## src/rtl/vopf_pkg.sv

```systemverilog
// ----------------------------------------------------------------------------
// vopf_pkg
// Shared types and constants of the voxel occupancy point filter.
// ----------------------------------------------------------------------------
package vopf_pkg;

  // Default grid geometry and counter size
  localparam int VOXELS_X_DEF   = 64;
  localparam int VOXELS_Y_DEF   = 64;
  localparam int VOXELS_Z_DEF   = 32;
  localparam int VOXEL_MM_DEF   = 100;
  localparam int COUNT_BITS_DEF = 8;

  // Coordinate and register widths
  localparam int COORD_W = 16;
  localparam int THR_W   = 8;

  // Front pipeline length and decoupling queue depth (power of two)
  localparam int FE_STAGES = 5;
  localparam int FE_CNT_W  = $clog2(FE_STAGES + 1);
  localparam int QDEPTH    = 16;
  localparam int QCNT_W    = $clog2(QDEPTH + 1);

  // Frame tag stored next to each counter
  localparam int EPOCH_BITS = 4;

  // Configuration register indexes
  localparam int CFG_IDX_W = 3;
  typedef enum logic [CFG_IDX_W-1:0] {
    CFG_SENSOR_X      = 3'd0,
    CFG_SENSOR_Y      = 3'd1,
    CFG_SENSOR_Z      = 3'd2,
    CFG_GROUND_HEIGHT = 3'd3,
    CFG_ROOF_HEIGHT   = 3'd4,
    CFG_MAX_RANGE     = 3'd5,
    CFG_OCC_THRESHOLD = 3'd6
  } cfg_reg_e;

  // Back end state
  typedef enum logic {
    BK_SWEEP = 1'b0,
    BK_RUN   = 1'b1
  } bk_state_e;

  typedef struct packed {
    logic signed [COORD_W-1:0] sensor_x;
    logic signed [COORD_W-1:0] sensor_y;
    logic signed [COORD_W-1:0] sensor_z;
    logic signed [COORD_W-1:0] ground_height;
    logic signed [COORD_W-1:0] roof_height;
    logic        [COORD_W-1:0] max_range;
    logic        [THR_W-1:0]   occ_threshold;
  } cfg_t;

  typedef struct packed {
    logic signed [COORD_W-1:0] x;
    logic signed [COORD_W-1:0] y;
    logic signed [COORD_W-1:0] z;
    logic        [COORD_W-1:0] depth;
  } point_t;

  // Control bits of one queue entry
  typedef struct packed {
    logic clear;    // new frame command
    logic roof_ok;  // point at or below roof height
  } q_ctl_t;

endpackage

```

## src/rtl/vopf_axis.sv

```systemverilog
// ----------------------------------------------------------------------------
// vopf_axis
// Two-stage voxel index unit for one axis: box test, then divide by the
// doubled voxel size through a reciprocal multiply.
// ----------------------------------------------------------------------------
module vopf_axis #(
  parameter  int NVOX     = vopf_pkg::VOXELS_X_DEF,
  parameter  int VOXEL_MM = vopf_pkg::VOXEL_MM_DEF,
  localparam int IW       = $clog2(NVOX)
) (
  input  logic                                clk_i,
  input  logic signed [vopf_pkg::COORD_W-1:0] p_i,
  input  logic signed [vopf_pkg::COORD_W-1:0] c_i,
  output logic        [IW-1:0]                idx_o,
  output logic                                ok_o
);

  localparam int SPAN     = NVOX * VOXEL_MM;
  localparam int TWO_SPAN = 2 * SPAN;
  localparam int DIV      = 2 * VOXEL_MM;
  localparam int RW       = $clog2(SPAN + 131072) + 2;
  localparam int NW       = $clog2(TWO_SPAN);
  localparam int SH       = NW + $clog2(DIV);
  localparam int MW       = NW + 2;
  localparam int PW       = NW + MW;
  localparam logic [63:0] MUL64 = ((64'd1 << SH) + 64'(DIV) - 64'd1) / 64'(DIV);
  localparam logic [MW-1:0] MUL = MUL64[MW-1:0];

  logic signed [RW-1:0] diff;
  logic signed [RW-1:0] rel2;
  logic                 in_box;
  logic [NW-1:0]        rel_q;
  logic                 ok_a_q;
  logic [PW-1:0]        prod;

  // Doubled offset from the box's lower face; inside when 0 <= rel2 < 2*span
  always_comb begin
    diff   = RW'(p_i) - RW'(c_i);
    rel2   = (diff <<< 1) + RW'(SPAN);
    in_box = !rel2[RW-1] && (rel2 < RW'(TWO_SPAN));
  end

  always_ff @(posedge clk_i) begin
    rel_q  <= rel2[NW-1:0];
    ok_a_q <= in_box;
  end

  // floor(rel / DIV) as (rel * ceil(2^SH / DIV)) >> SH, exact over NW bits
  assign prod = PW'(rel_q) * PW'(MUL);

  always_ff @(posedge clk_i) begin
    idx_o <= prod[SH +: IW];
    ok_o  <= ok_a_q;
  end

endmodule

```

## src/rtl/vopf_front.sv

```systemverilog
// ----------------------------------------------------------------------------
// vopf_front
// Front pipeline: classifies each transaction, drops points outside the
// filter volume and forms the linear voxel address.
// ----------------------------------------------------------------------------
module vopf_front #(
  parameter  int VOXELS_X = vopf_pkg::VOXELS_X_DEF,
  parameter  int VOXELS_Y = vopf_pkg::VOXELS_Y_DEF,
  parameter  int VOXELS_Z = vopf_pkg::VOXELS_Z_DEF,
  parameter  int VOXEL_MM = vopf_pkg::VOXEL_MM_DEF,
  localparam int AW       = $clog2(VOXELS_X * VOXELS_Y * VOXELS_Z)
) (
  input  logic                            clk_i,
  input  logic                            rst_ni,
  input  logic                            acc_i,
  input  logic                            command_i,
  input  vopf_pkg::point_t                point_i,
  input  vopf_pkg::cfg_t                  cfg_i,
  output logic                            push_o,
  output vopf_pkg::q_ctl_t                push_ctl_o,
  output logic [AW-1:0]                   push_addr_o,
  output vopf_pkg::point_t                push_point_o,
  output logic [vopf_pkg::FE_CNT_W-1:0]   count_o
);

  localparam int XW  = $clog2(VOXELS_X);
  localparam int YW  = $clog2(VOXELS_Y);
  localparam int ZW  = $clog2(VOXELS_Z);
  localparam int XYW = $clog2(VOXELS_X * VOXELS_Y);

  logic [vopf_pkg::FE_STAGES-1:0] vld_q;

  vopf_pkg::point_t pt1_q, pt2_q, pt3_q, pt4_q, pt5_q;
  logic cmd1_q, cmd2_q, cmd3_q, cmd4_q, cmd5_q;
  logic gate2_q, gate3_q, keep4_q, keep5_q;
  logic roof2_q, roof3_q, roof4_q, roof5_q;
  logic [XW-1:0]  ix;
  logic [YW-1:0]  iy;
  logic [ZW-1:0]  iz, iz4_q;
  logic           okx, oky, okz;
  logic [XYW-1:0] xy4_q;
  logic [AW-1:0]  addr5_q;

  // Stage valid bits
  always_ff @(posedge clk_i or negedge rst_ni) begin
    if (!rst_ni) begin
      vld_q <= '0;
    end else begin
      vld_q <= {vld_q[vopf_pkg::FE_STAGES-2:0], acc_i};
    end
  end

  // Per-axis index units, results aligned with stage 3
  vopf_axis #(.NVOX(VOXELS_X), .VOXEL_MM(VOXEL_MM)) u_axis_x (
    .clk_i, .p_i(pt1_q.x), .c_i(cfg_i.sensor_x), .idx_o(ix), .ok_o(okx)
  );
  vopf_axis #(.NVOX(VOXELS_Y), .VOXEL_MM(VOXEL_MM)) u_axis_y (
    .clk_i, .p_i(pt1_q.y), .c_i(cfg_i.sensor_y), .idx_o(iy), .ok_o(oky)
  );
  vopf_axis #(.NVOX(VOXELS_Z), .VOXEL_MM(VOXEL_MM)) u_axis_z (
    .clk_i, .p_i(pt1_q.z), .c_i(cfg_i.sensor_z), .idx_o(iz), .ok_o(okz)
  );

  // Payload pipeline
  always_ff @(posedge clk_i) begin
    // stage 1: capture
    cmd1_q  <= command_i;
    pt1_q   <= point_i;
    // stage 2: ground, range and roof tests
    cmd2_q  <= cmd1_q;
    pt2_q   <= pt1_q;
    gate2_q <= (pt1_q.z >= cfg_i.ground_height) && (pt1_q.depth <= cfg_i.max_range);
    roof2_q <= (pt1_q.z <= cfg_i.roof_height);
    // stage 3
    cmd3_q  <= cmd2_q;
    pt3_q   <= pt2_q;
    gate3_q <= gate2_q;
    roof3_q <= roof2_q;
    // stage 4: x/y part of the address
    cmd4_q  <= cmd3_q;
    pt4_q   <= pt3_q;
    keep4_q <= gate3_q && okx && oky && okz;
    roof4_q <= roof3_q;
    xy4_q   <= XYW'(ix * VOXELS_Y) + XYW'(iy);
    iz4_q   <= iz;
    // stage 5: full address
    cmd5_q  <= cmd4_q;
    pt5_q   <= pt4_q;
    keep5_q <= keep4_q;
    roof5_q <= roof4_q;
    addr5_q <= AW'(xy4_q * VOXELS_Z) + AW'(iz4_q);
  end

  // Only commands and points that pass the ground and range tests and lie inside the grid go to the queue
  assign push_o             = vld_q[vopf_pkg::FE_STAGES-1] && (cmd5_q || keep5_q);
  assign push_ctl_o.clear   = cmd5_q;
  assign push_ctl_o.roof_ok = roof5_q;
  assign push_addr_o        = addr5_q;
  assign push_point_o       = pt5_q;
  assign count_o            = vopf_pkg::FE_CNT_W'($countones(vld_q));

endmodule

```

## config.mk

```make
export PLATFORM = sky130hd
export DESIGN_NAME = vopf_front
export DESIGN_NICKNAME = d
export VERILOG_FILES = /design/src/rtl/vopf_pkg.sv /design/src/rtl/vopf_axis.sv /design/src/rtl/vopf_front.sv
export SDC_FILE = /design/constraint.sdc
export NUM_CORES = 1
export LEC_CHECK = 0
export BUFFER_PORTS_ARGS = -buffer_cell sky130_fd_sc_hd__buf_2
export CORE_MARGIN = 3
export CORE_UTILIZATION = 23
export CTS_CLUSTER_SIZE = 20
export DETAILED_ROUTE_END_ITERATION = 10
export PLACE_DENSITY = 0.41
export SLEW_MARGIN = 25
export SYNTH_ARGS = -nofsm -noshare
export SYNTH_HDL_FRONTEND = slang
export SYNTH_SLANG_ARGS = --single-unit
```

## constraint.sdc

```tcl
create_clock -name clk_i -period 6.7 [get_ports clk_i]
set_clock_uncertainty 0.15 [all_clocks]
set_input_delay 1.675 -clock clk_i [delete_from_list [all_inputs] [get_ports clk_i]]
set_output_delay 1.675 -clock clk_i [all_outputs]
set_load 0.05 [all_outputs]
```

# Word level (Yosys, flattened, before mapping)
# Cells that the tools add are included.
dict set report classes {
  add_sub_neg 12
  mul 3
  order_cmp 6
  reduce_logical 12
}
# cell n
set op_table {}
lappend op_table {{multiplier 14 x 13 -> 26 bit (second input constant)} 2}
lappend op_table {{subtractor 16 x 16 -> 17 bit} 3}
lappend op_table {{adder 20 x 14 -> 20 bit (second input constant)} 2}
lappend op_table {{< comparator 20 x 15 -> 1 bit (second input constant)} 2}
lappend op_table {{<= comparator 16 bit} 2}
lappend op_table {{multiplier 13 x 13 -> 25 bit (second input constant)} 1}
lappend op_table {{adder 20 x 13 -> 20 bit (second input constant)} 1}
lappend op_table {{< comparator 20 x 14 -> 1 bit (second input constant)} 1}
lappend op_table {{adder 17 x 5 -> 17 bit} 1}
lappend op_table {{greater-or-equal comparator 16 bit} 1}
lappend op_table {{adder 12 x 6 -> 12 bit} 1}
lappend op_table {{logical AND 1 bit} 8}
lappend op_table {{adder 1 x 1 -> 2 bit} 2}
lappend op_table {{adder 2 x 2 -> 3 bit} 1}
lappend op_table {{adder 3 x 1 -> 3 bit} 1}
lappend op_table {{zero test 1 bit} 3}
lappend op_table {{logical OR 1 bit} 1}
dict set report totals {
  word_cells 82
  output_inout_bits 87
  register_bits 436
}

# Depth between registers and ports, before layout
dict set report logic_depth {
  word_depth 4
  ltp_mapped 20
}

# Hierarchy
# A second synthesis with hierarchy kept.
dict set report hier_totals {
  cells_unflattened 1935
  area_unflattened_um2 22018.6
}
# mod n_inst cells_each area_per_inst_um2
set by_module_without_submodules {}
lappend by_module_without_submodules {vopf_front 1 546 8808.4}
lappend by_module_without_submodules {{vopf_axis at u_axis_y} 1 486 4530.6}
lappend by_module_without_submodules {{vopf_axis at u_axis_x} 1 457 4464.3}
lappend by_module_without_submodules {{vopf_axis at u_axis_z} 1 446 4215.3}

# Least setup slack after synthesis
# Ideal clock, no wire load.
dict set report synth_path {
  kind {reg-to-reg}
  start {reg u_axis_x.rel_q[11]}
  end {reg u_axis_x.idx_o[5]}
  t_arrival_ps 4828
  required_ps 6478
  slack_ps 1650
  setup_time_ps 72
  stages_incl_launch_ff 18
  path_cell_list {dfxtp_1 -> fa_1 -> ha_1 -> inv_1 -> fa_1 -> fa_1 -> fa_1 -> inv_1 -> ha_1 -> a21o_1 -> a21oi_1 -> nand3b_1 -> a41o_1 -> a31oi_1 -> o21bai_1 -> a2111o_1 -> a31oi_1 -> xnor2_1}
}
dict set report synth_between {
  elab_chain_len 1
}
# element line_no
set synth_lines {}
lappend synth_lines {{start, declared} vopf_axis.sv:32} ;# logic [NW-1:0] rel_q;
lappend synth_lines {{start signal, assigned} vopf_axis.sv:44} ;# rel_q <= rel2[NW-1:0];
lappend synth_lines {{multiplier 14 x 13 -> 26 bit} vopf_axis.sv:49} ;# assign prod = PW'(rel_q) * PW'(MUL);
lappend synth_lines {{net u_axis_x.prod[27]} vopf_axis.sv:34} ;# logic [PW-1:0] prod;
lappend synth_lines {{end signal, assigned} vopf_axis.sv:52} ;# idx_o <= prod[SH +: IW];
lappend synth_lines {{end, declared} vopf_axis.sv:14} ;# output logic [IW-1:0] idx_o,
# The timed path passes the listed nets, and every way through them passes these cells.

# Final worst setup path
# Same ends and word-level chain as after synthesis.

==> results.txt <==
The count of endpoints failing hold in the final timing report was 0; the total CTS buffers was 51. Synthesis produced a netlist whose cell count is 1841. After detailed routing, the average wire length per cell comes to 14.07 um.

Overall global routing resource usage: 0.09967. The arithmetic-cell share of the synthesized area counting full adders, half adders and majority gates came out at 0.3723. The flow ran to the end, and the final reports show no timing, DRC or antenna violations. The average instance area after synthesis works out to 11.56 sq um.

Entering global routing, the biggest net connects 15 pins. The time the final worst path needs with I/O delays and setup is 5.580 ns. Data on the critical path is required at its endpoint by 7.08 ns.

The clock network latency to the later pin of the worst-skew pair is 0.60 ns. The logs give 3 for the buffer levels on the longest clock path and 90840 sq um for the floorplan core area. Timing would allow up to 179.2 MHz. Kind of start point of the critical path: a flop.

The clock net in this run drives a total of 433 sinks. The floorplan has 110 rows. The total congestion overflow after global routing came out at 0. TritonCTS built the clock tree. The simple-gate area share of the yosys netlist was 0.04504. The tool flagged a number of max-cap violations equal to 0. The busiest metal layer after global routing is met2. The worst setup path is captured at a flop.

The path class of the tightest hold or removal check is reg -> reg. The dominant combinational cell family by area after synthesis was adder cells. The portion of the clock cycle consumed by the worst path in the final layout was 0.8329. The total setup buffers inserted after CTS was 0.

The count of pins on the block boundary is 259, and the sequential element share of the synthesized area is 0.4085. For this block, the initial DRC count from the detailed router was 357. The run gives 13045 as the total number of vias. The launching instance or port of the critical path is u_axis_x.rel_q[11]$_DFF_P_. Clock-pin slew was measured on the worst setup and hold paths at 0.06 ns. The xor and xnor fraction of the mapped netlist area came out at 0.03087. The mux cell area share after synthesis was 0.0009995; the initial core utilization was 0.2343. Worst setup path category: reg -> reg. The Yosys step of the flow raised 0 warnings.

The tools report the CTS root buffer as clkbuf_16. The post-synthesis cell type count is 64, and the share of synthesized flip-flops with an asynchronous set or reset is 0.01155. In the final design database the tool counted 2847 nets. The number of antenna violations at the first check in global routing was 6; the measured slew at the worst slew-check pin was 0.8216 ns. For the met1 global-route usage, the log shows 0.1329.

Start point of the worst hold path: pt2_q[40]$_DFF_P_. The die height works out to 310.2 um. The tools report the final count of negative-setup-slack endpoints as 0. At the end of routability-driven placement, the weighted congestion stood at 0.7829. For the worst setup path, the data arrival time is 5.96 ns.

The first global-routing pass estimated 74.76 mm of wire. Measured along the x axis, the die boundary spans 310.2 um. The met2 demand-to-capacity share in global routing is 0.1534, and the summed instance area of the synthesized netlist is 21280 sq um.

The die covers 96210 sq um. Setup repair after global routing left no endpoint under its margin. Counting flops and latches in the post-synthesis netlist gives 433. The fraction of the mapped netlist area in compound gates is 0.07420. The number of levels in the clock H-tree was 2; the port buffer count was 250. The most used flip-flop cell after synthesis was dfxtp_1. In the routed layout, each cell is associated on average with a via count of 3.879. The run gives 39.60 mm as the total half-perimeter wirelength after legalization and detailed placement. The worst slew slack as a fraction of its limit is 0.4480, and the net count of the mapped netlist is 2546. The number of enable flip-flop cells after synthesis was 0. The global-route met3 utilization is 0.03008, and the total wire length is 47.33 mm. In this run the critical register-to-register path is launched from u_axis_x.rel_q[11]$_DFF_P_.

Once detail routing completed, the nets flagged for antenna violations numbered 0. Relative area change from synthesis to final layout: 21.11%. The fraction of final layout cells with drive strength greater than 1 is 0.1620, and the total negative slack is 0 ns. For this run, the detailed router's first-pass iteration total came to 6. In this run the worst path has a maximum fanout of 7. In the routed design, unresolved DRC markers number 0.

For the final count of pins violating max slew, the log shows 0. The post-cts sizing count was 0; the hold-fix buffer count after cts was 0. The run gives 14027 as the via count of the first global-routing pass.
cell usage in the layout (no fill, tap or decap), drive strengths merged, types with 5 or more instances in the layout:
master,n
xnor2,53
o31a,7
and2,6
nor2b,20
fa,167
a21oi,56
inv,387
a31oi,6
or3,6
clkinv,11
and3,7
nand4,15
o31ai,5
dfxtp,428
a21o,28
nand2b,13
buf,251
nor2,38
nor3,20
nand3,10
o21a,24
o211ai,9
clkinvlp,7
a211o,5
dfrtp,5
xor2,22
ha,366
o21ai,47
o41ai,6
nand2,28
clkbuf,68
metrics by stage:
stage               setup slack [ns]  hold slack, ns  instance area (sq um)  std cells  utilization
floorplan                      1.650          0.1596                  21280       1841            -
global placement               1.024          0.1596                  23990       3265       0.2641
detailed placement             1.080          0.1621                  23990       3265       0.2641
CTS                            1.072          0.1552                  25770       3361       0.2837
global route                  0.7334          0.1758                  25770       3361       0.2837
finish                         1.120          0.1681                  25770       3363       0.2837
final timing paths:
check	endpoint	depth (start not counted)	slack, ns
setup / recovery	u_axis_x.idx_o[5]$_DFF_P_	17	1.12
hold / removal	pt3_q[40]$_DFF_P_	0	0.17
setup reg to reg	u_axis_x.idx_o[5]$_DFF_P_	17	1.12
hold reg to reg	pt3_q[40]$_DFF_P_	0	0.17
max in group asynchronous	vld_q[2]$_DFF_PN0_	1	5.55
min in group asynchronous	vld_q[3]$_DFF_PN0_	1	0.72
cell type report:
class | instances | area [sq um]
Clock inverter | 28 | 304.0
Clock buffer | 68 | 1471
Tap cell | 1176 | 1471
Inverter | 381 | 1430
Antenna cell | 2 | 5.005
Fill cell | 9449 | 65060
Multi-Input combinational cell | 1024 | 11140
Timing Repair Buffer | 251 | 1259
Sequential cell | 433 | 8693
synth_stat cells (all sizes together), types with 3 or more instances:
library cell  instances  area [sq um]
nor3                 20         100.1
or4                   3         22.52
o21bai                4         30.03
o41ai                 6         52.55
a21oi                56         284.0
nand2b               13         81.33
o311a                 4         40.04
o31ai                 5         37.54
nand2                28         105.1
and2                  6         40.04
nor2                 38         142.6
nand3                10         50.05
a21boi                3         22.52
dfxtp               428          8568
a21o                 28         210.2
xnor2                53         464.2
nor2b                20         125.1
nand3b                3         22.52
o21ai                47         235.2
xor2                 22         192.7
fa                  167          3343
a211o                 5         43.79
ha                  366          4579
dfrtp                 5         125.1
a31oi                 6         37.54
o31a                  7         61.31
o211ai                9         67.56
inv                 381          1430
a211oi                4         30.03
and3                  7         43.79
a2111oi               4         41.29
o21a                 24         180.2
nand4                15         93.84
or2                   4         25.02
or3                   6         37.54
cell families (layout without fill, tap and decap cells):
family,after synthesis,in the layout
AO/OA/AOI/OAI,233,233
XOR/XNOR,75,75
adder cells (fa/ha/maj),533,533
buffers and inverters,384,728
flip-flops,433,433
multiplexers,2,2
other,0,2
AND/OR/NAND/NOR,181,181
flip-flops by register name, summed over array words and instances (netlist names), 5 cells and up:
register        count
push_point_o       64
u_axis_x.rel_q     13
u_axis_y.idx_o      6
pt3_q              64
push_addr_o        17
iz4_q               5
pt4_q              64
pt1_q              64
u_axis_z.rel_q     12
u_axis_x.idx_o      6
u_axis_z.idx_o      5
u_axis_y.rel_q     13
pt2_q              64
vld_q               5
xy4_q              12
metal layers:
| metal | share of wire | wire (um) |
|---|---|---|
| met5 | 0.0011 | 53 |
| met4 | 0.027 | 1276 |
| met3 | 0.066 | 3127 |
| met2 | 0.43 | 20460 |
| met1 | 0.47 | 22410 |
critical path: stages (launching register included):
cell and delay [ns]:
dfxtp_1 0.60, fa_1 0.48, ha_1 0.30, inv_1 0.07, fa_1 0.43, fa_1 0.52
fa_1 0.55, inv_1 0.04, ha_1 0.30, a21o_1 0.18, a21oi_1 0.25, nand3b_1 0.11
a41o_1 0.25, a31oi_1 0.28, o21bai_1 0.16, a2111o_1 0.47, a31oi_1 0.25, xnor2_1 0.14
Power is not shown: default switching activity piles up to over one toggle a cycle in this logic, so the estimate is an artifact.
