<file path="config.mk">
export PLATFORM = sky130hd
export DESIGN_NAME = vopf_queue
export DESIGN_NICKNAME = d
export VERILOG_FILES = /design/src/rtl/vopf_pkg.sv /design/src/rtl/vopf_queue.sv
export SDC_FILE = /design/constraint.sdc
export NUM_CORES = 1
export LEC_CHECK = 0
export CORE_ASPECT_RATIO = 0.5
export CORE_MARGIN = 4
export CORE_UTILIZATION = 50
export DETAILED_ROUTE_END_ITERATION = 8
export DONT_BUFFER_PORTS = 1
export PLACE_DENSITY = 0.74
export SYNTH_ARGS = -nofsm -noshare
export SYNTH_HDL_FRONTEND = slang
export SYNTH_SLANG_ARGS = --single-unit
</file>
<file path="constraint.sdc">
create_clock -name clk_i -period 7.1 [get_ports clk_i]
set_input_delay 1.065 -clock clk_i [delete_from_list [all_inputs] [get_ports clk_i]]
set_output_delay 1.065 -clock clk_i [all_outputs]
set_load 0.1 [all_outputs]
</file>
<file path="src/rtl/vopf_pkg.sv">
// ----------------------------------------------------------------------------
// vopf_pkg
// Shared types and constants of the voxel occupancy point filter.
// ----------------------------------------------------------------------------
package vopf_pkg;

  // Default grid geometry and counter size
  localparam int VOXELS_X_DEF   = 64;
  localparam int VOXELS_Y_DEF   = 64;
  localparam int VOXELS_Z_DEF   = 32;
  localparam int VOXEL_MM_DEF   = 100;
  localparam int COUNT_BITS_DEF = 8;

  // Coordinate and register widths
  localparam int COORD_W = 16;
  localparam int THR_W   = 8;

  // Front pipeline length and decoupling queue depth (power of two)
  localparam int FE_STAGES = 5;
  localparam int FE_CNT_W  = $clog2(FE_STAGES + 1);
  localparam int QDEPTH    = 16;
  localparam int QCNT_W    = $clog2(QDEPTH + 1);

  // Frame tag stored next to each counter
  localparam int EPOCH_BITS = 4;

  // Configuration register indexes
  localparam int CFG_IDX_W = 3;
  typedef enum logic [CFG_IDX_W-1:0] {
    CFG_SENSOR_X      = 3'd0,
    CFG_SENSOR_Y      = 3'd1,
    CFG_SENSOR_Z      = 3'd2,
    CFG_GROUND_HEIGHT = 3'd3,
    CFG_ROOF_HEIGHT   = 3'd4,
    CFG_MAX_RANGE     = 3'd5,
    CFG_OCC_THRESHOLD = 3'd6
  } cfg_reg_e;

  // Back end state
  typedef enum logic {
    BK_SWEEP = 1'b0,
    BK_RUN   = 1'b1
  } bk_state_e;

  typedef struct packed {
    logic signed [COORD_W-1:0] sensor_x;
    logic signed [COORD_W-1:0] sensor_y;
    logic signed [COORD_W-1:0] sensor_z;
    logic signed [COORD_W-1:0] ground_height;
    logic signed [COORD_W-1:0] roof_height;
    logic        [COORD_W-1:0] max_range;
    logic        [THR_W-1:0]   occ_threshold;
  } cfg_t;

  typedef struct packed {
    logic signed [COORD_W-1:0] x;
    logic signed [COORD_W-1:0] y;
    logic signed [COORD_W-1:0] z;
    logic        [COORD_W-1:0] depth;
  } point_t;

  // Control bits of one queue entry
  typedef struct packed {
    logic clear;    // new frame command
    logic roof_ok;  // point at or below roof height
  } q_ctl_t;

endpackage

</file>
<file path="src/rtl/vopf_queue.sv">
// ----------------------------------------------------------------------------
// vopf_queue
// Small FIFO between the front pipeline and the counter back end.
// ----------------------------------------------------------------------------
module vopf_queue #(
  parameter int AW = 17
) (
  input  logic                          clk_i,
  input  logic                          rst_ni,
  input  logic                          push_i,
  input  vopf_pkg::q_ctl_t              push_ctl_i,
  input  logic [AW-1:0]                 push_addr_i,
  input  vopf_pkg::point_t              push_point_i,
  input  logic                          pop_i,
  output vopf_pkg::q_ctl_t              head_ctl_o,
  output logic [AW-1:0]                 head_addr_o,
  output vopf_pkg::point_t              head_point_o,
  output logic                          empty_o,
  output logic [vopf_pkg::QCNT_W-1:0]   count_o
);

  localparam int PW = $clog2(vopf_pkg::QDEPTH);

  vopf_pkg::q_ctl_t ctl_q   [vopf_pkg::QDEPTH];
  logic [AW-1:0]    addr_q  [vopf_pkg::QDEPTH];
  vopf_pkg::point_t point_q [vopf_pkg::QDEPTH];

  logic [PW-1:0]                wr_ptr_q, rd_ptr_q;
  logic [vopf_pkg::QCNT_W-1:0]  cnt_q;

  // Pointers and fill level
  always_ff @(posedge clk_i or negedge rst_ni) begin
    if (!rst_ni) begin
      wr_ptr_q <= '0;
      rd_ptr_q <= '0;
      cnt_q    <= '0;
    end else begin
      if (push_i) wr_ptr_q <= wr_ptr_q + 1'b1;
      if (pop_i)  rd_ptr_q <= rd_ptr_q + 1'b1;
      if (push_i && !pop_i)      cnt_q <= cnt_q + 1'b1;
      else if (pop_i && !push_i) cnt_q <= cnt_q - 1'b1;
    end
  end

  // Entry storage
  always_ff @(posedge clk_i) begin
    if (push_i) begin
      ctl_q[wr_ptr_q]   <= push_ctl_i;
      addr_q[wr_ptr_q]  <= push_addr_i;
      point_q[wr_ptr_q] <= push_point_i;
    end
  end

  assign head_ctl_o   = ctl_q[rd_ptr_q];
  assign head_addr_o  = addr_q[rd_ptr_q];
  assign head_point_o = point_q[rd_ptr_q];
  assign empty_o      = (cnt_q == '0);
  assign count_o      = cnt_q;

endmodule

</file>
After elaboration in Yosys (flattened, before gate mapping). Memory sizes are Yosys's and may differ from the RTL's. Cells that the tools add are included.

Register bits: 13. RAM bits: 1328. Input bits: 87. Output and inout port bits: 89. Logic and storage cells: 20. Memories: 3.

Memories: point_q (depth 16, width 64, read ports 1, clocked after memory_dff 0, wr ports 1, line vopf_queue.sv:26) `vopf_pkg::point_t point_q [vopf_pkg::QDEPTH];`; addr_q (depth 16, width 17, read ports 1, clocked after memory_dff 0, wr ports 1, line vopf_queue.sv:25) `logic [AW-1:0] addr_q [vopf_pkg::QDEPTH];`; ctl_q (depth 16, width 2, read ports 1, clocked after memory_dff 0, wr ports 1, line vopf_queue.sv:24) `vopf_pkg::q_ctl_t ctl_q [vopf_pkg::QDEPTH];`.

Add/subtract/negate cells: 4. Multiplexer cells: 4. Reduce and logical (&&, ||, !) cells: 6.

Operators by type and width (count): $mux W5 (2); $add A4 B1 Y4 const B (2); $add A5 B1 Y5 const B (1); $logic_not A5 Y1 (1); $sub A5 B1 Y5 const B (1); $logic_and A1 B1 Y1 (2); $logic_not A1 Y1 (2); $mux W1 (2); $reduce_bool A2 Y1 (1).

Logic depth before layout (Yosys ltp). Gate-level depths: netlist of the first run.

Word-level depth: 4. Mapped depth: 8. Gate-level depth less buffers: 8.

Worst setup path after synthesis of the first run. Ideal clock, no wire load.

Path type: input to register. From: in push_i. To: mem addr_q[3][0], enable pin. Setup time: 626 ps. Arrival: 7098 ps. Required time: 6474 ps. Setup slack: -624 ps. Cell stages on the path: 3. Buffers on the path: 1. Cell sequence: clkbuf_1 -> nand2_1 -> nor3_1.

Cells in the longest elaborated chain, start to end: 2.

RTL lines: from (decl) (line vopf_queue.sv:10) `input logic push_i,`; $mux W1 (line vopf_queue.sv:47) `if (push_i) begin`; $mux W1 (not written as such) (line vopf_queue.sv:49) `addr_q[wr_ptr_q] <= push_addr_i;`; to (decl) (line vopf_queue.sv:25).

Every way passes these cells.

==> impl_metrics.py, run 1 <==
metrics = {
    "power_and_ir_drop": {
        "leakagePower_nw": 17.3,
        "power.switching_mw": 10.3,
        "p_int_mw": 15.3,
        "power.density_mw_per_mm2": 460,
        "switching_share": 0.404,
        "clockPowerShare": 0.238,
        "irDropWorstVdd_mv": 0.324,
        "seqPwrFrac": 0.387,
        "power_frac_comb": 0.375,
    },
    "clock_tree": {
        "cts_num_sinks": 1341,
        "numCtsBuffers": 110,
        "cts-root-buf": "clkbuf_16",
        "clk_latency_ns": 0.70,
        "path_clk_slew_ns": 0.06,
        "cts_max_level": 3,
        "ctsResizeCount": 0,
        "clockBufferDepth": 3,
        "cts_tree": "yes",
        "post-cts-setup-buffer-count": 0,
    },
    "cells_and_area": {
        "syn_to_final_growth_pct": 10.6,
        "nets": 2257,
        "finalInstanceArea_mm2": 0.0557,
        "fin_cells": 3585,
        "layout-drive-gt1-share": 0.255,
        "fillers": 6897,
        "finish.utilization": 0.564,
    },
    "timing": {
        "fmax_mhz": 208,
        "fin_skew_ns": 0.0216,
        "setup_viol": 0,
        "fin_crit_ns": 4.81,
        "finalCritPeriodShare": 0.678,
        "maxSlewViolCount": 0,
        "holdWs_ns": 0.450,
        "relSlewSlack": 0.267,
        "tightest_slew_ns": 1.10,
        "rsz0062_at_grt": "no",
        "finalHoldViolCount": 0,
        "setup_tns_ns": 0,
    },
    "critical_path": {
        "crit_chain": "buf_4 > mux4_2 > a22oi_1 > nand2_1",
        "path_buf_inv": 1,
        "slowest_stage": "dfrtp_4",
        "worstPathArrival_ns": 3.75,
        "cpLargestDelayFamily": "flip-flops",
        "criticalPathCategory": "reg -> out",
        "worstPathRequired_ns": 6.03,
        "critPathMaxFanout": 29,
        "critPathMaxStageDelay_ns": 0.83,
        "cp-end-kind": "output pin",
        "crit_path_start_kind": "flip-flop",
    },
    "placement": {
        "dp_hpwl_mm": 55.1,
        "routabilityCongestion": 0.719,
        "portBuffers": 0,
        "place_inst": 3375,
        "placed_area_mm2": 0.0521,
    },
    "grt": {
        "grt.total_usage": 0.210,
        "grt_pass1_wl_mm": 162,
        "grtUsageMet2": 0.341,
        "gr-total-overflow": 0,
        "grtUsageMet3": 0.0380,
        "grt_start_max_net_pins": 124,
        "antenna_found_initial": 0,
        "grt_pass1_vias": 23200,
        "grt.met1_usage": 0.291,
        "grt.busiest_layer": "met2",
    },
    "drt": {
        "drtAntennaViolNets": 0,
        "firstDrtPassIters": 5,
        "wl_mm": 110,
        "num_vias": 22700,
        "via_per_inst": 6.34,
        "drt_iter0_drc": 2926,
        "wl_per_cell_um": 30.8,
        "drc": 0,
    },
    "run": {
        "maxCapViolCount": 0,
    },
    "worst_hold_path": {
        "min_path_type": "in -> reg",
    },
    "logic_synthesis": {
        "syn_inst": 2112,
        "synthTopCellsByCount": "edfxtp_1, mux4_2, a22oi_1",
        "synth.avg_cell_area_um2": 23.8,
        "synthFlopType": "edfxtp_1",
        "netlist_area_mm2": 0.0503,
        "yosysTopAreaCell": "edfxtp_1",
        "synth.most_common_cell": "edfxtp_1",
        "ys_warn_count": 0,
        "synth-edff-count": 1328,
        "ys_types": 29,
        "synthTopCellsByArea": "edfxtp_1, mux4_2, a22oi_1",
        "ys_ff_latch": 1341,
        "synth_top_area_frac": 0.792,
        "yosysSeqAreaShare": 0.799,
        "async_reset_ff_frac": 0.00969,
        "syn_nets": 2209,
    },
    "die": {
        "dieWidth_um": 457,
        "ioPinCount": 176,
        "die_y_um": 232,
        "die_area_mm2": 0.106,
        "core-area_mm2": 0.0988,
        "initial_core_util": 0.509,
        "fp-row-count": 81,
    },
    "status": {
        "status": "finished clean",
    },
}
-- per-layer routing --
| layer | vias to the layer above | wire length, um |
|---|---|---|
| met5 | - | 0 |
| met4 | 0 | 3750 |
| met3 | 211 | 8710 |
| met2 | 1141 | 54700 |
| met1 | 12200 | 43300 |
| li1 | 9168 | - |
-- flip-flops by register name, indices dropped and copies added (netlist names) --
signal    flops
point_q    1024
addr_q      272
wr_ptr_q      4
count_o       5
ctl_q        32
rd_ptr_q      4
-- power groups by stage --
stage               clock network [mW]  registers, mW  logic, mW
floorplan                            0           9.99       8.06
global placement                     0           10.0       9.65
detailed placement                   0           10.1       9.68
CTS                               6.21           9.94       9.72
global route                      6.56           9.99       9.98
finish                            6.10           9.93       9.60
-- metrics by stage --
| stage | power, mW | worst slack [ns] |
|---|---|---|
| 2_1_floorplan | 18.1 | 1.60 |
| 3_5_place_dp | 19.8 | 2.93 |
| 3_3_place_gp | 19.7 | 2.92 |
| 6_report | 25.6 | 2.29 |
| 5_1_grt | 26.5 | 2.04 |
| 4_1_cts | 25.9 | 2.14 |
-- what timing repair did --
item / 4_1_cts / 5_1_grt
endpoints found under the hold margin: 13 / 0
endpoints found under the setup margin: 0 / 0
hold buffers: 1 / 0
-- final timing paths --
| path | startpoint | end | depth (start not counted) | slack [ns] |
|---|---|---|---|---|
| worst max-delay path | rd_ptr_q[0] | head_point_o[13] | 4 | 2.29 |
| worst min-delay path | pop_i | rd_ptr_q[0] | 1 | 0.45 |
| worst max register to register | wr_ptr_q[0] | addr_q[0][4] | 5 | 3.90 |
| worst min register to register | wr_ptr_q[0] | wr_ptr_q[0] | 1 | 0.58 |
| max in group asynchronous | rst_ni | rd_ptr_q[1] | 1 | 5.73 |
| min in group asynchronous | rst_ni | count_o[4] | 1 | 0.84 |
-- layout make-up --
| cell class | instances | area [um^2] | share of cell area |
|---|---|---|---|
| inverters | 4 | 15.0 | 0.000270 |
| repair buffers | 50 | 490 | 0.00881 |
| clock buffers | 132 | 2940 | 0.0528 |
| clock inverters | 76 | 686 | 0.0123 |
| multi-input cells | 653 | 9680 | 0.174 |
| well taps | 1328 | 1660 | 0.0298 |
| flip-flops and latches | 1341 | 40200 | 0.722 |
| diodes | 1 | 2.50 | 0.0000449 |
-- logic make-up after synthesis --
group / Yosys count / synth area share
xor+xnor: 9 / 0.00157
compound gates: 176 / 0.0260
fa+ha+maj: 10 / 0.00264
mux: 335 / 0.149
simple gates: 123 / 0.00977
buf+inv: 118 / 0.0121
flops: 1341 / 0.799
-- cell usage in the layout, fill, tap and decap left out, types with 4 or more instances in the layout --
cell       synthesis  final
dfrtp_1           13     11
o21ai_0            4      4
inv_1              4      4
nor2_4             0     13
xnor2_1            6      6
clkinv_2           0     33
bufinv_16          0     11
a22oi_1          166    166
edfxtp_1        1328   1328
clkinv_1           0     24
nand2_1           94     94
clkbuf_1          54     15
buf_4             13     40
buf_12             0      9
mux4_2           332    332
nor3_4             0      4
clkbuf_16          0    113
clkbuf_8           0      4
ha_1               9      9
(Power assumes the default switching activity.)
==> run 2: changes to the inputs <==
- clock period: 7.1 -> 4.01 ns (I/O delays scaled with it)
==> impl_metrics.py, run 2 (synthesis results as in run 1) <==
metrics = {
    "timing": {
        "finalCritPeriodShare": 0.941,
        "setup_viol": 0,
        "fin_crit_ns": 3.78,
        "tightest_slew_ns": 1.15,
        "relSlewSlack": 0.229,
        "fmax_mhz": 265,
        "rsz0062_at_grt": "no",
        "holdWs_ns": 0.0547,
        "maxSlewViolCount": 0,
        "finalHoldViolCount": 0,
        "fin_skew_ns": 0.0156,
    },
    "cells_and_area": {
        "nets": 2459,
        "reg_top3": "point_q x1024, addr_q x272, ctl_q x32",
        "finalInstanceArea_mm2": 0.0583,
        "fillers": 6675,
        "layout_common_cells": "edfxtp_1, mux4_2, a22oi_1",
        "top_register": "point_q",
        "syn_to_final_growth_pct": 15.7,
        "layout_commonest_cell": "edfxtp_1",
        "largest_reg_flops": 1024,
        "layout-drive-gt1-share": 0.279,
    },
    "drt": {
        "drtAntennaViolNets": 0,
        "wl_mm": 112,
        "drt_iter0_drc": 2993,
        "via_per_inst": 6.24,
        "wl_per_cell_um": 29.6,
        "drc": 0,
        "firstDrtPassIters": 5,
        "num_vias": 23600,
    },
    "die": {
        "initial_core_util": 0.509,
        "die_y_um": 232,
        "die_area_mm2": 0.106,
        "dieWidth_um": 457,
        "ioPinCount": 176,
        "core-area_mm2": 0.0988,
        "fp-row-count": 81,
    },
    "clock_tree": {
        "numCtsBuffers": 115,
        "clk_latency_ns": 0.70,
        "cts_tree": "yes",
        "cts_max_level": 3,
        "cts_num_sinks": 1341,
        "cts-root-buf": "clkbuf_16",
        "clockBufferDepth": 3,
        "path_clk_slew_ns": 0.07,
        "ctsResizeCount": 0,
    },
    "worst_hold_path": {
        "min_path_type": "in -> reg",
        "holdPathStages": 2,
    },
    "critical_path": {
        "r2r_slack_ns": 1.23,
        "criticalPathCategory": "reg -> out",
        "crit_end": "head_point_o[34]",
        "worstReg2RegStart": "wr_ptr_q[2]",
        "crit_start": "rd_ptr_q[0]",
        "worstPathRequired_ns": 3.41,
        "cp-end-kind": "output pin",
        "worstPathArrival_ns": 3.17,
        "crit_path_start_kind": "flip-flop",
        "r2r_end": "point_q[7][40]",
        "critPathMaxFanout": 28,
        "rr_worst_depth": 3,
    },
    "status": {
        "status": "finished clean",
    },
    "grt": {
        "grtUsageMet2": 0.351,
        "antenna_found_initial": 5,
        "grt.busiest_layer": "met2",
        "gr-total-overflow": 0,
        "grt_pass1_vias": 24600,
        "grt_pass1_wl_mm": 168,
        "grt.met1_usage": 0.306,
        "grt.total_usage": 0.215,
        "grtUsageMet3": 0.0363,
        "grt_start_max_net_pins": 139,
    },
    "power_and_ir_drop": {
        "leakagePower_nw": 18.4,
        "power.density_mw_per_mm2": 839,
        "p_total_mw": 48.9,
        "irDropWorstVdd_mv": 0.798,
    },
    "placement": {
        "placed_area_mm2": 0.0536,
        "dp_hpwl_mm": 56.0,
        "portBuffers": 0,
        "routabilityCongestion": 0.730,
    },
    "run": {
        "maxCapViolCount": 0,
    },
}
==> run 2: how the worst min path moves through the flow <==
stage / slack (ns) / start / end
after floorplan: 0.31 / rst_ni / count_o[0]
after global placement: 0.31 / rst_ni / count_o[0]
after detailed placement: 0.31 / rst_ni / count_o[0]
after CTS: 0.002 / pop_i / rd_ptr_q[2]
after global routing: 0.04 / pop_i / rd_ptr_q[1]
final: 0.05 / pop_i / rd_ptr_q[2]
==> run 2: critical path: stages, from the launching register on <==
cell     delay [ns]
dfrtp_4        0.67
buf_12         0.28
buf_12         0.27
mux4_2         0.54
a22oi_1        0.28
nand2_1        0.18
buf_12         0.21
==> run 2: layout make-up <==
type                    instances  area [um^2]  area share
inverters                       4         15.0    0.000258
clock inverters                74          651      0.0112
multi-input cells             653         9680       0.166
flip-flops and latches       1341        40200       0.690
well taps                    1328         1660      0.0285
clock buffers                 140         3100      0.0532
diodes                          2         5.00   0.0000859
repair buffers                247         2930      0.0503
==> run 2: power breakdown <==
part	switching (mW)	internal [mW]	total, mW
registers	0.650	16.9	17.5
logic	13.5	6.83	20.3
clock network	4.82	6.24	11.1
total	18.9	29.9	48.9
==> run 2: per-layer routing <==
layer / vias to the layer above / share of wire
met4: 2 / 0.022
met2: 1133 / 0.50
li1: 9585 / -
met3: 178 / 0.075
met1: 12700 / 0.40
met5: - / 0.00012
==> run 2: what timing repair did <==
action / 4_1_cts / 5_1_grt
setup endpoints to repair: 0 / 3
hold endpoints to repair: 1344 / 0
hold buffers: 86 / 0
setup buffers: 0 / 1
==> run 2: stage by stage <==
stage	setup slack [ns]	cells	TNS (ns)	util
finish	0.235	3789	0	0.590
CTS	0.0841	3786	0	0.589
global route	0.105	3789	0	0.590
global placement	0.917	3486	0	0.543
detailed placement	0.887	3486	0	0.543
floorplan	-1.02	2112	-820.89	-
==> run 3: changes to the inputs <==
- PLACE_DENSITY: 0.74 -> 0.71
- clock period: 4.01 -> 4.03 ns (I/O delays scaled with it)
==> impl_metrics.py, run 3 (synthesis results as in run 1) <==
metrics = {
    "status": {
        "status": "finished clean",
    },
    "cells_and_area": {
        "regArea_mm2": 0.0402,
        "nets": 2446,
        "layout_commonest_cell": "edfxtp_1",
        "reg_top3": "point_q x1024, addr_q x272, ctl_q x32",
        "syn_to_final_growth_pct": 14.9,
        "fin_cells": 3783,
        "fillers": 6785,
        "multiInputGateArea_mm2": 0.00968,
        "finalInstanceArea_mm2": 0.0579,
        "layout_common_cells": "edfxtp_1, mux4_2, a22oi_1",
        "top_register": "point_q",
        "largest_reg_flops": 1024,
        "layout-drive-gt1-share": 0.270,
        "finish.utilization": 0.585,
    },
    "drt": {
        "wl_per_cell_um": 28.6,
        "firstDrtPassIters": 7,
        "drc": 0,
        "wl_mm": 108,
        "drtAntennaViolNets": 0,
        "via_per_inst": 6.17,
        "num_vias": 23300,
        "drt_iter0_drc": 2742,
    },
    "timing": {
        "finalCritPeriodShare": 0.940,
        "tightest_slew_ns": 1.04,
        "fin_crit_ns": 3.79,
        "setup_tns_ns": 0,
        "fmax_mhz": 264,
        "holdWs_ns": 0.0628,
        "rsz0062_at_grt": "no",
        "finalHoldViolCount": 0,
        "relSlewSlack": 0.304,
        "fin_skew_ns": 0.0215,
        "maxSlewViolCount": 0,
        "setup_viol": 0,
    },
    "grt": {
        "grt.total_usage": 0.208,
        "gr-total-overflow": 0,
        "grt_pass1_wl_mm": 162,
        "grt_start_max_net_pins": 84,
        "grt_pass1_vias": 24000,
        "antenna_found_initial": 7,
    },
    "placement": {
        "portBuffers": 0,
        "dp_hpwl_mm": 52.9,
        "place_inst": 3474,
        "placed_area_mm2": 0.0533,
        "routabilityCongestion": 0.727,
    },
    "die": {
        "fp-row-count": 81,
        "ioPinCount": 176,
        "initial_core_util": 0.509,
        "dieWidth_um": 457,
        "die_y_um": 232,
        "die_area_mm2": 0.106,
        "core-area_mm2": 0.0988,
    },
    "worst_hold_path": {
        "hold_end": "rd_ptr_q[1]",
        "min_path_type": "in -> reg",
        "holdPathStages": 1,
        "min_from": "pop_i",
    },
    "critical_path": {
        "worstPathRequired_ns": 3.43,
        "critPathMaxFanout": 44,
        "r2r_slack_ns": 1.43,
        "cp-end-kind": "output pin",
        "worstPathArrival_ns": 3.19,
        "criticalPathCategory": "reg -> out",
        "crit_path_start_kind": "flip-flop",
        "r2r_end": "point_q[15][21]",
        "rr_worst_depth": 3,
        "worstReg2RegStart": "wr_ptr_q[2]",
    },
    "clock_tree": {
        "cts_max_level": 3,
        "cts_hold_buf": 86,
        "clockBufferDepth": 3,
        "clk_latency_ns": 0.72,
        "ctsResizeCount": 0,
        "post-cts-setup-buffer-count": 0,
        "cts_num_sinks": 1341,
        "path_clk_slew_ns": 0.06,
        "cts_tree": "yes",
        "cts-root-buf": "clkbuf_16",
        "numCtsBuffers": 115,
    },
    "run": {
        "maxCapViolCount": 0,
    },
    "power_and_ir_drop": {
        "power.density_mw_per_mm2": 819,
        "irDropWorstVdd_mv": 0.697,
        "leakagePower_nw": 18.2,
    },
}
[run 3: cell type report]
class / instances / area share
flip-flops and latches: 1341 / 0.695
multi-input cells: 653 / 0.167
clock buffers: 142 / 0.0519
repair buffers: 234 / 0.0447
well taps: 1328 / 0.0287
clock inverters: 76 / 0.0119
inverters: 4 / 0.000260
diodes: 5 / 0.000216
[run 3: layer usage]
metal | wire (um) | global-route usage | vias up
met5 | 26 | 0 | -
met4 | 2500 | 0.0569 | 4
met3 | 7880 | 0.0383 | 165
met2 | 54400 | 0.339 | 1008
met1 | 43400 | 0.293 | 12600
li1 | - | - | 9581
[run 3: how the worst max path moves through the flow]
stage                             endpoint  cells after the start        start
final                     head_point_o[26]                      6  rd_ptr_q[1]
after global routing      head_point_o[57]                      6  rd_ptr_q[0]
after CTS                 head_point_o[57]                      6  rd_ptr_q[0]
after detailed placement  head_point_o[57]                      6  rd_ptr_q[0]
after global placement    head_point_o[44]                      6  rd_ptr_q[0]
after floorplan              addr_q[11][0]                      3       push_i
[run 3: critical path, stage by stage (launching register included)]
cell     delay (ns)
dfrtp_4        0.80
buf_12         0.34
buf_12         0.24
mux4_2         0.34
a22oi_1        0.26
nand2_1        0.17
buf_12         0.20
[run 3: power breakdown]
part | total, mW | switching (mW) | internal [mW] | leakage [nW]
combinational | 19.1 | 13.0 | 6.04 | 4.28
sequential | 17.5 | 0.682 | 16.8 | 12.2
clock | 10.9 | 4.80 | 6.05 | 1.80
total | 47.4 | 18.5 | 28.9 | 18.2
[run 3: through the flow]
stage / power [mW] / worst slack [ns]
floorplan: 31.8 / -1.01
global placement: 36.7 / 0.974
detailed placement: 36.8 / 0.929
CTS: 47.9 / 0.145
global route: 49.2 / 0.0465
finish: 47.4 / 0.240
